[src/arcade_drive_ramp_mixer_assert.svh]
// Assertion macros for the arcade drive ramp mixer.
// Depends on signals named clock and reset in the including module.
`ifndef ARCADE_DRIVE_RAMP_MIXER_ASSERT_SVH
`define ARCADE_DRIVE_RAMP_MIXER_ASSERT_SVH

// Same-cycle implication, checked outside reset.
`define ADRM_ASSERT_SAME(label, ante, cons) \
   label: assert property (@(posedge clock) disable iff (reset) (ante) |-> (cons)) \
      else $error("adrm same-cycle check failed");

// Next-cycle implication, checked outside reset.
`define ADRM_ASSERT_NEXT(label, ante, cons) \
   label: assert property (@(posedge clock) disable iff (reset) (ante) |=> (cons)) \
      else $error("adrm next-cycle check failed");

`endif

[src/adrm_pkg.sv]
// Shared types, register codes and helper functions for the arcade drive ramp mixer.
// No dependencies; used by adrm_ramp_side and arcade_drive_ramp_mixer.
package adrm_pkg;

   localparam int STICK_W = 15;
   localparam int CFG_W   = 14;
   localparam int SPEED_W = 16;
   localparam int TARGET_W = 17;
   localparam int CALC_W  = 18;
   localparam int ADDR_W  = 5;
   localparam int DATA_W  = 32;

   typedef logic signed [STICK_W-1:0]  stick_type;
   typedef logic signed [SPEED_W-1:0]  speed_type;
   typedef logic signed [TARGET_W-1:0] target_type;
   typedef logic        [CFG_W-1:0]    cfg_val_type;

   typedef struct packed {
      cfg_val_type step;
      cfg_val_type limit;
   } adrm_ramp_cfg_type;

   // Register indexes (byte address / 4)
   localparam logic [2:0] REG_DEADBAND     = 3'd0;
   localparam logic [2:0] REG_MAX_SPEED    = 3'd1;
   localparam logic [2:0] REG_RAMP_STEP    = 3'd2;
   localparam logic [2:0] REG_LEFT_INVERT  = 3'd3;
   localparam logic [2:0] REG_RIGHT_INVERT = 3'd4;

   localparam cfg_val_type DEADBAND_RESET  = 14'd819;
   localparam cfg_val_type MAX_SPEED_RESET = 14'd8192;
   localparam cfg_val_type RAMP_STEP_RESET = 14'd410;

   // Zero a stick value whose magnitude is at or below the deadband.
   function automatic stick_type apply_deadband(input stick_type v, input cfg_val_type db);
      logic signed [STICK_W:0] v_x;
      logic signed [STICK_W:0] mag;
      v_x = {v[STICK_W-1], v};
      mag = v_x[STICK_W] ? -v_x : v_x;
      if (mag <= $signed({2'b00, db}))
         return '0;
      return v;
   endfunction

endpackage

[src/arcade_drive_ramp_mixer.sv]
// Arcade drive ramp mixer top level: stream ports, APB register file, tick datapath.
// Depends on adrm_pkg, adrm_ramp_side and arcade_drive_ramp_mixer_assert.svh.
//
//   channel   direction  handshake           payload
//   req_      in         tvalid / tready     tdata: forward, twist; tuser: buttons
//   rsp_      out        tvalid / tready     tdata: left, right drive; tuser: gear
//   csr_      in/out     APB psel/penable    five control registers
//
// One transaction per clock sustained while rsp_tready stays high; an accepted req passes
// through the input register, then the speed/gear state that doubles as result register.
// The speed feedback loop (add, compare, clamp per side) sets the clock path.
// Reset (synchronous, active high) clears speeds, gear, valids; presets control registers.
// A stalled rsp side holds the result and fills the input register, then drops
// req_tready until the result is taken.
`include "arcade_drive_ramp_mixer_assert.svh"

module arcade_drive_ramp_mixer
   import adrm_pkg::*;
(
   input  logic              clock,
   input  logic              reset,
   // request stream
   input  logic              req_tvalid,
   output logic              req_tready,
   input  logic [31:0]       req_tdata,   // [14:0] forward, [29:15] twist, [31:30] zero
   input  logic [1:0]        req_tuser,   // [0] high_button, [1] low_button
   // result stream
   output logic              rsp_tvalid,
   input  logic              rsp_tready,
   output logic [31:0]       rsp_tdata,   // [14:0] left_drive, [29:15] right_drive, [31:30] 0
   output logic              rsp_tuser,   // [0] gear_is_high
   // configuration
   input  logic              csr_psel,
   input  logic              csr_penable,
   input  logic              csr_pwrite,
   input  logic [ADDR_W-1:0] csr_paddr,
   input  logic [DATA_W-1:0] csr_pwdata,
   output logic [DATA_W-1:0] csr_prdata,
   output logic              csr_pready
);

   // ---------------- configuration registers ----------------
   cfg_val_type deadband_ff,  deadband_in;
   cfg_val_type max_speed_ff, max_speed_in;
   cfg_val_type ramp_step_ff, ramp_step_in;
   logic        left_inv_ff,  left_inv_in;
   logic        right_inv_ff, right_inv_in;

   logic       csr_write;
   logic [2:0] csr_index;

   assign csr_pready = 1'b1;
   assign csr_write  = csr_psel && csr_penable && csr_pwrite && csr_pready;
   assign csr_index  = csr_paddr[4:2];

   always_comb begin
      deadband_in  = deadband_ff;
      max_speed_in = max_speed_ff;
      ramp_step_in = ramp_step_ff;
      left_inv_in  = left_inv_ff;
      right_inv_in = right_inv_ff;
      if (csr_write) begin
         unique case (csr_index)
            REG_DEADBAND:     deadband_in  = csr_pwdata[CFG_W-1:0];
            REG_MAX_SPEED:    max_speed_in = csr_pwdata[CFG_W-1:0];
            REG_RAMP_STEP:    ramp_step_in = csr_pwdata[CFG_W-1:0];
            REG_LEFT_INVERT:  left_inv_in  = csr_pwdata[0];
            REG_RIGHT_INVERT: right_inv_in = csr_pwdata[0];
            default: ;  // unmapped address: drop the write
         endcase
      end
   end

   always_comb begin
      unique case (csr_index)
         REG_DEADBAND:     csr_prdata = {{(DATA_W-CFG_W){1'b0}}, deadband_ff};
         REG_MAX_SPEED:    csr_prdata = {{(DATA_W-CFG_W){1'b0}}, max_speed_ff};
         REG_RAMP_STEP:    csr_prdata = {{(DATA_W-CFG_W){1'b0}}, ramp_step_ff};
         REG_LEFT_INVERT:  csr_prdata = {{(DATA_W-1){1'b0}}, left_inv_ff};
         REG_RIGHT_INVERT: csr_prdata = {{(DATA_W-1){1'b0}}, right_inv_ff};
         default:          csr_prdata = '0;
      endcase
   end

   // ---------------- input register ----------------
   logic      s1_valid_ff, s1_valid_in;
   stick_type forward_ff,  forward_in;
   stick_type twist_ff,    twist_in;
   logic      high_btn_ff, high_btn_in;
   logic      low_btn_ff,  low_btn_in;

   logic rsp_valid_ff, rsp_valid_in;
   logic advance;
   logic req_accept;

   // Move the held item into the state when the result slot is free or draining.
   assign advance    = s1_valid_ff && (!rsp_valid_ff || rsp_tready);
   assign req_tready = !s1_valid_ff || advance;
   assign req_accept = req_tvalid && req_tready;

   always_comb begin
      s1_valid_in = s1_valid_ff;
      forward_in  = forward_ff;
      twist_in    = twist_ff;
      high_btn_in = high_btn_ff;
      low_btn_in  = low_btn_ff;
      if (req_accept) begin
         s1_valid_in = 1'b1;
         forward_in  = req_tdata[STICK_W-1:0];
         twist_in    = req_tdata[2*STICK_W-1:STICK_W];
         high_btn_in = req_tuser[0];
         low_btn_in  = req_tuser[1];
      end else if (advance) begin
         s1_valid_in = 1'b0;
      end
   end

   // ---------------- tick datapath ----------------
   stick_type              fwd_db;
   stick_type              tw_db;
   logic signed [SPEED_W-1:0]  left_sum;
   logic signed [SPEED_W-1:0]  right_sum;
   target_type             left_target;
   target_type             right_target;
   adrm_ramp_cfg_type      ramp_cfg;

   speed_type left_speed_ff,  left_speed_in,  left_next;
   speed_type right_speed_ff, right_speed_in, right_next;
   logic      gear_high_ff,   gear_high_in;

   assign fwd_db    = apply_deadband(forward_ff, deadband_ff);
   assign tw_db     = apply_deadband(twist_ff, deadband_ff);
   assign left_sum  = {fwd_db[STICK_W-1], fwd_db} + {tw_db[STICK_W-1], tw_db};
   assign right_sum = {fwd_db[STICK_W-1], fwd_db} - {tw_db[STICK_W-1], tw_db};

   // Negate in the wider width so the most negative sum flips cleanly.
   assign left_target  = left_inv_ff  ? -{left_sum[SPEED_W-1], left_sum}
                                      :  {left_sum[SPEED_W-1], left_sum};
   assign right_target = right_inv_ff ? -{right_sum[SPEED_W-1], right_sum}
                                      :  {right_sum[SPEED_W-1], right_sum};

   assign ramp_cfg.step  = ramp_step_ff;
   assign ramp_cfg.limit = max_speed_ff;

   adrm_ramp_side u_left (
      .speed      (left_speed_ff),
      .target     (left_target),
      .cfg        (ramp_cfg),
      .next_speed (left_next)
   );

   adrm_ramp_side u_right (
      .speed      (right_speed_ff),
      .target     (right_target),
      .cfg        (ramp_cfg),
      .next_speed (right_next)
   );

   // The speed and gear state is also the result payload: update both on advance.
   always_comb begin
      left_speed_in  = left_speed_ff;
      right_speed_in = right_speed_ff;
      gear_high_in   = gear_high_ff;
      if (advance) begin
         left_speed_in  = left_next;
         right_speed_in = right_next;
         priority if (high_btn_ff) begin
            gear_high_in = 1'b1;
         end else if (low_btn_ff) begin
            gear_high_in = 1'b0;
         end else begin
            gear_high_in = gear_high_ff;
         end
      end
   end

   always_comb begin
      priority if (advance) begin
         rsp_valid_in = 1'b1;
      end else if (rsp_tready) begin
         rsp_valid_in = 1'b0;
      end else begin
         rsp_valid_in = rsp_valid_ff;
      end
   end

   assign rsp_tvalid = rsp_valid_ff;
   assign rsp_tdata  = {2'b00, right_speed_ff[STICK_W-1:0], left_speed_ff[STICK_W-1:0]};
   assign rsp_tuser  = gear_high_ff;

   // ---------------- registers ----------------
   always_ff @(posedge clock) begin
      if (reset) begin
         deadband_ff    <= DEADBAND_RESET;
         max_speed_ff   <= MAX_SPEED_RESET;
         ramp_step_ff   <= RAMP_STEP_RESET;
         left_inv_ff    <= 1'b0;
         right_inv_ff   <= 1'b1;
         s1_valid_ff    <= 1'b0;
         rsp_valid_ff   <= 1'b0;
         left_speed_ff  <= '0;
         right_speed_ff <= '0;
         gear_high_ff   <= 1'b0;
      end else begin
         deadband_ff    <= deadband_in;
         max_speed_ff   <= max_speed_in;
         ramp_step_ff   <= ramp_step_in;
         left_inv_ff    <= left_inv_in;
         right_inv_ff   <= right_inv_in;
         s1_valid_ff    <= s1_valid_in;
         rsp_valid_ff   <= rsp_valid_in;
         left_speed_ff  <= left_speed_in;
         right_speed_ff <= right_speed_in;
         gear_high_ff   <= gear_high_in;
      end
   end

   // Payload: no reset needed
   always_ff @(posedge clock) begin
      forward_ff  <= forward_in;
      twist_ff    <= twist_in;
      high_btn_ff <= high_btn_in;
      low_btn_ff  <= low_btn_in;
   end

   // ---------------- assertions ----------------
   `ADRM_ASSERT_SAME(a_ready_only_when_held, !req_tready, s1_valid_ff && rsp_valid_ff)
   `ADRM_ASSERT_NEXT(a_high_button_shifts_up, advance && high_btn_ff, gear_high_ff)
   `ADRM_ASSERT_NEXT(a_zero_target_snaps, advance && (left_target == '0), left_speed_ff == '0)

endmodule

[src/adrm_ramp_side.sv]
// One side of the drive: ramp the stored speed toward its target, snap, clamp.
// Depends on adrm_pkg.
module adrm_ramp_side
   import adrm_pkg::*;
(
   input  speed_type         speed,
   input  target_type        target,
   input  adrm_ramp_cfg_type cfg,
   output speed_type         next_speed
);

   logic signed [CALC_W-1:0] speed_x;
   logic signed [CALC_W-1:0] target_x;
   logic signed [CALC_W-1:0] step_x;
   logic signed [CALC_W-1:0] lim_x;
   logic signed [CALC_W-1:0] diff;
   logic signed [CALC_W-1:0] mag;
   logic signed [CALC_W-1:0] stepped;
   logic signed [CALC_W-1:0] result;

   assign speed_x  = {{(CALC_W-SPEED_W){speed[SPEED_W-1]}}, speed};
   assign target_x = {{(CALC_W-TARGET_W){target[TARGET_W-1]}}, target};
   assign step_x   = {{(CALC_W-CFG_W){1'b0}}, cfg.step};
   assign lim_x    = {{(CALC_W-CFG_W){1'b0}}, cfg.limit};
   assign diff     = target_x - speed_x;
   assign mag      = diff[CALC_W-1] ? -diff : diff;

   always_comb begin
      stepped = speed_x;
      if (mag >= step_x) begin
         priority if (diff > 0) begin
            stepped = speed_x + step_x;
         end else if (diff < 0) begin
            stepped = speed_x - step_x;
         end else begin
            stepped = speed_x;
         end
      end
      // snap to zero, then clamp to the symmetric limit
      priority if (target_x == '0) begin
         result = '0;
      end else if (stepped > lim_x) begin
         result = lim_x;
      end else if (stepped < -lim_x) begin
         result = -lim_x;
      end else begin
         result = stepped;
      end
   end

   assign next_speed = result[SPEED_W-1:0];

endmodule

[config.mk]
export PLATFORM = sky130hd
export DESIGN_NAME = arcade_drive_ramp_mixer
export DESIGN_NICKNAME = d
export VERILOG_FILES = /design/src/adrm_pkg.sv /design/src/arcade_drive_ramp_mixer.sv /design/src/adrm_ramp_side.sv
export VERILOG_INCLUDE_DIRS = /design/src /design/src/src
export SDC_FILE = /design/constraint.sdc
export NUM_CORES = 1
export LEC_CHECK = 0
export BUFFER_PORTS_ARGS = -buffer_cell sky130_fd_sc_hd__buf_2
export CAP_MARGIN = 30
export CELL_PAD_IN_SITES_DETAIL_PLACEMENT = 0
export CELL_PAD_IN_SITES_GLOBAL_PLACEMENT = 2
export CORE_MARGIN = 5
export CORE_UTILIZATION = 35
export DETAILED_ROUTE_END_ITERATION = 10
export PLACE_DENSITY = 0.82
export SYNTH_ARGS = -nofsm -noshare
export SYNTH_HDL_FRONTEND = slang
export SYNTH_HIERARCHICAL = 1
export SYNTH_SLANG_ARGS = --single-unit
[constraint.sdc]
create_clock -name clock -period 26.4 [get_ports clock]
set_input_delay 2.64 -clock clock [delete_from_list [all_inputs] [get_ports clock]]
set_output_delay 2.64 -clock clock [all_outputs]
set_load 0.03 [all_outputs]
==> flow_summary_export.csv <==
group,metric,value,unit
floorplan,die_h,238,µm
synthesis,yosys-top-cells-count,"263 x nand2_1, 244 x ha_1, 195 x a21oi_1",
worst_setup_path,crit_slowest_cell,"or3_1",
synthesis,yosys-top-cells-area,"ha_1 17%, dfxtp_1 8.7%, xnor2_1 6.0%, nand2_1 5.4%, a21oi_1 5.4%",
synthesis,yosys.cell_types.count,128,
clock_network,cts-buffers-inserted,9,
floorplan,ios,146,
routing,antenna_left,0,
placement,dpl.cell_count,3070,
placement,numPortBuffers,102,
finish,area_growth,6.06,%
synthesis,syn_area,0.0182,mm²
sta,tns,0,ps
synthesis,yosysTopAreaCell,"ha_1",
routing,drt_iter0_markers,1440,
finish,nets,2731,
clock_network,htree_levels,3,
worst_hold_path,whs_path_depth,2,
floorplan,die_w,238,µm
placement,dp_hpwl,51.2,mm
routing,drc,0,
placement,placed_cell_area,0.0190,mm²
placement,gp_congestion,0.952,
worst_hold_path,worstHoldPathType,"reg2reg",
clock_network,cts.clk_slew.worst_paths,80,ps
floorplan,core_area,0.0514,mm²
finish,n_antenna_cell,0,
sta,fin_skew,14.5,ps
worst_setup_path,crit_arrival,16690,ps
finish,fin_area,0.0193,mm²
global_route,grt_pass1_wl,94.2,mm
global_route,antenna_found_initial,2,
worst_setup_path,path_common_cell,"nor2_1",
clock_network,clk_latency,390,ps
sta,slew_headroom,32.0,%
finish,instances_no_fill,3086,
routing,avgViaCountPerCell,5.68,
clock_network,cts_hold_buf,0,
worst_setup_path,startpoint_type,"flop",
floorplan,rows,83,
sta,period_needed,16370,ps
clock_network,post-cts-setup-buffer-count,0,
synthesis,syn_avg_cell_area,7.66,µm²
sta,setup_viol,0,
clock_network,cts_root_buffer,"clkbuf_16",
synthesis,synth_edf_count,32,
clock_network,cts_tree,"yes",
synthesis,syn_inst,2378,
sta,drv_slew,0,
synthesis,synth_flop_cell,"dfxtp_1",
worst_setup_path,cpPeakStageDelay,710,ps
synthesis,synthArstFlopShare,0,%
synthesis,seq_area_frac_synth,14.0,%
sta,layout_worst_path_cycle_share,62.0,%
synthesis,post-synth-top-count-cell,"nand2_1",
routing,via_count,17519,
sta,rsz0062_at_grt,"false",
floorplan,dieArea,0.0567,mm²
synthesis,yosys.area.top_type_share,16.8,%
clock_network,cts_sinks,111,
sta,hold_viol,0,
floorplan,start_util,35.4,%
finish,drive_gt1_share,11.3,%
global_route,grt_use_total,20.8,%
sta,worstMarginPinSlew,1020,ps
routing,totalWireLength,62.1,mm
flow_run,drv_cap,0,
worst_setup_path,cp.required,26710,ps
worst_setup_path,crit_fanout,32,
clock_network,cts_resized,0,
global_route,grt_max_degree,68,
worst_setup_path,reg2reg_depth,53,
clock_network,clock_tree.buffer_depth,2,
synthesis,yosysWarnings,6,
finish,fin_util,37.6,%
global_route,gr-total-overflow,0,
sta,max_freq,61.1,MHz
worst_setup_path,cp-end-kind,"flop",
global_route,grt_pass1_vias,16378,
worst_setup_path,worstSetupPathType,"reg2reg",
run_status,status,"completed",
synthesis,synth_seq_cells,111,
routing,drt_pass1_iterations,5,
routing,avgRoutedWirePerCell,20.1,µm
logic make-up after synthesis:
family,after synthesis,share of synthesized area (%)
buffers and inverters,316,8.64
other,2,0.0412
adder cells (fa/ha/maj),252,17.6
AO/OA/AOI/OAI,664,26.5
AND/OR/NAND/NOR,826,22.7
flip-flops,111,14.0
multiplexers,57,3.23
XOR/XNOR,150,7.31
cells in the final DEF (no fill, tap or decap), drive strengths merged, types with 19 or more instances in the layout:
cell type,count
o21ai,103
ha,244
nor2b,50
a21oi,202
xor2,25
buf,134
a211oi,27
nor3,36
nor4,25
nand2b,45
nor2,168
xnor2,125
mux2i,54
o31ai,28
and2,29
nand3,52
dfxtp,79
o21a,19
conb,21
edfxtp,32
and3,33
inv,178
or3,21
nand4,45
o211ai,34
nand2,264
a21o,50
layer usage:
metal	vias up	global-route usage, %	share of wire [%]
li1	8612	-	-
met1	8323	29.7	48
met2	502	33.2	44
met3	82	2.22	4.5
met4	0	6.35	3.0
met5	-	0	0
registers in the layout, summed over array words and instances, names as in the netlist, 14 cells and up:
register,cells
forward_ff,15
deadband_ff,14
right_speed_ff,16
twist_ff,15
max_speed_ff,14
ramp_step_ff,14
left_speed_ff,16
final timing paths:
| path | start | to | slack [ps] |
|---|---|---|---|
| worst max register to register | forward_ff[3]$_DFFE_PP_ | left_speed_ff[5]$_SDFFE_PP0P_ | 10030 |
| worst min-delay path | ramp_step_ff[13]$_SDFFE_PP0P_ | ramp_step_ff[13]$_SDFFE_PP0P_ | 480 |
| worst max-delay path | forward_ff[3]$_DFFE_PP_ | left_speed_ff[5]$_SDFFE_PP0P_ | 10030 |
| worst min register to register | ramp_step_ff[13]$_SDFFE_PP0P_ | ramp_step_ff[13]$_SDFFE_PP0P_ | 480 |
layout make-up:
type	instances	area (µm²)
fillers	5360	32100
multi-input cells	1970	14200
flip-flops and latches	111	2540
well taps	680	851
repair buffers	134	786
inverters	175	657
clock buffers	9	225
clock inverters	7	68.8
stage by stage:
stage               worst slack (ps)  hold WS (ps)
floorplan                      13280           449
global placement               10360           463
detailed placement             10150           469
CTS                            10080           480
global route                    8970           503
finish                         10030           479
worst max-delay path, delay by kind of cell, from the launching register on:
kind,cells,cell delay [ps]
flip-flops,1,480
XOR/XNOR,3,810
adder cells (fa/ha/maj),5,1850
multiplexers,1,510
AND/OR/NAND/NOR,23,6980
AO/OA/AOI/OAI,21,5600
Power is left out: the tool's default activity adds up to more than one toggle a clock period on the data nets, which glitch-free logic cannot reach.
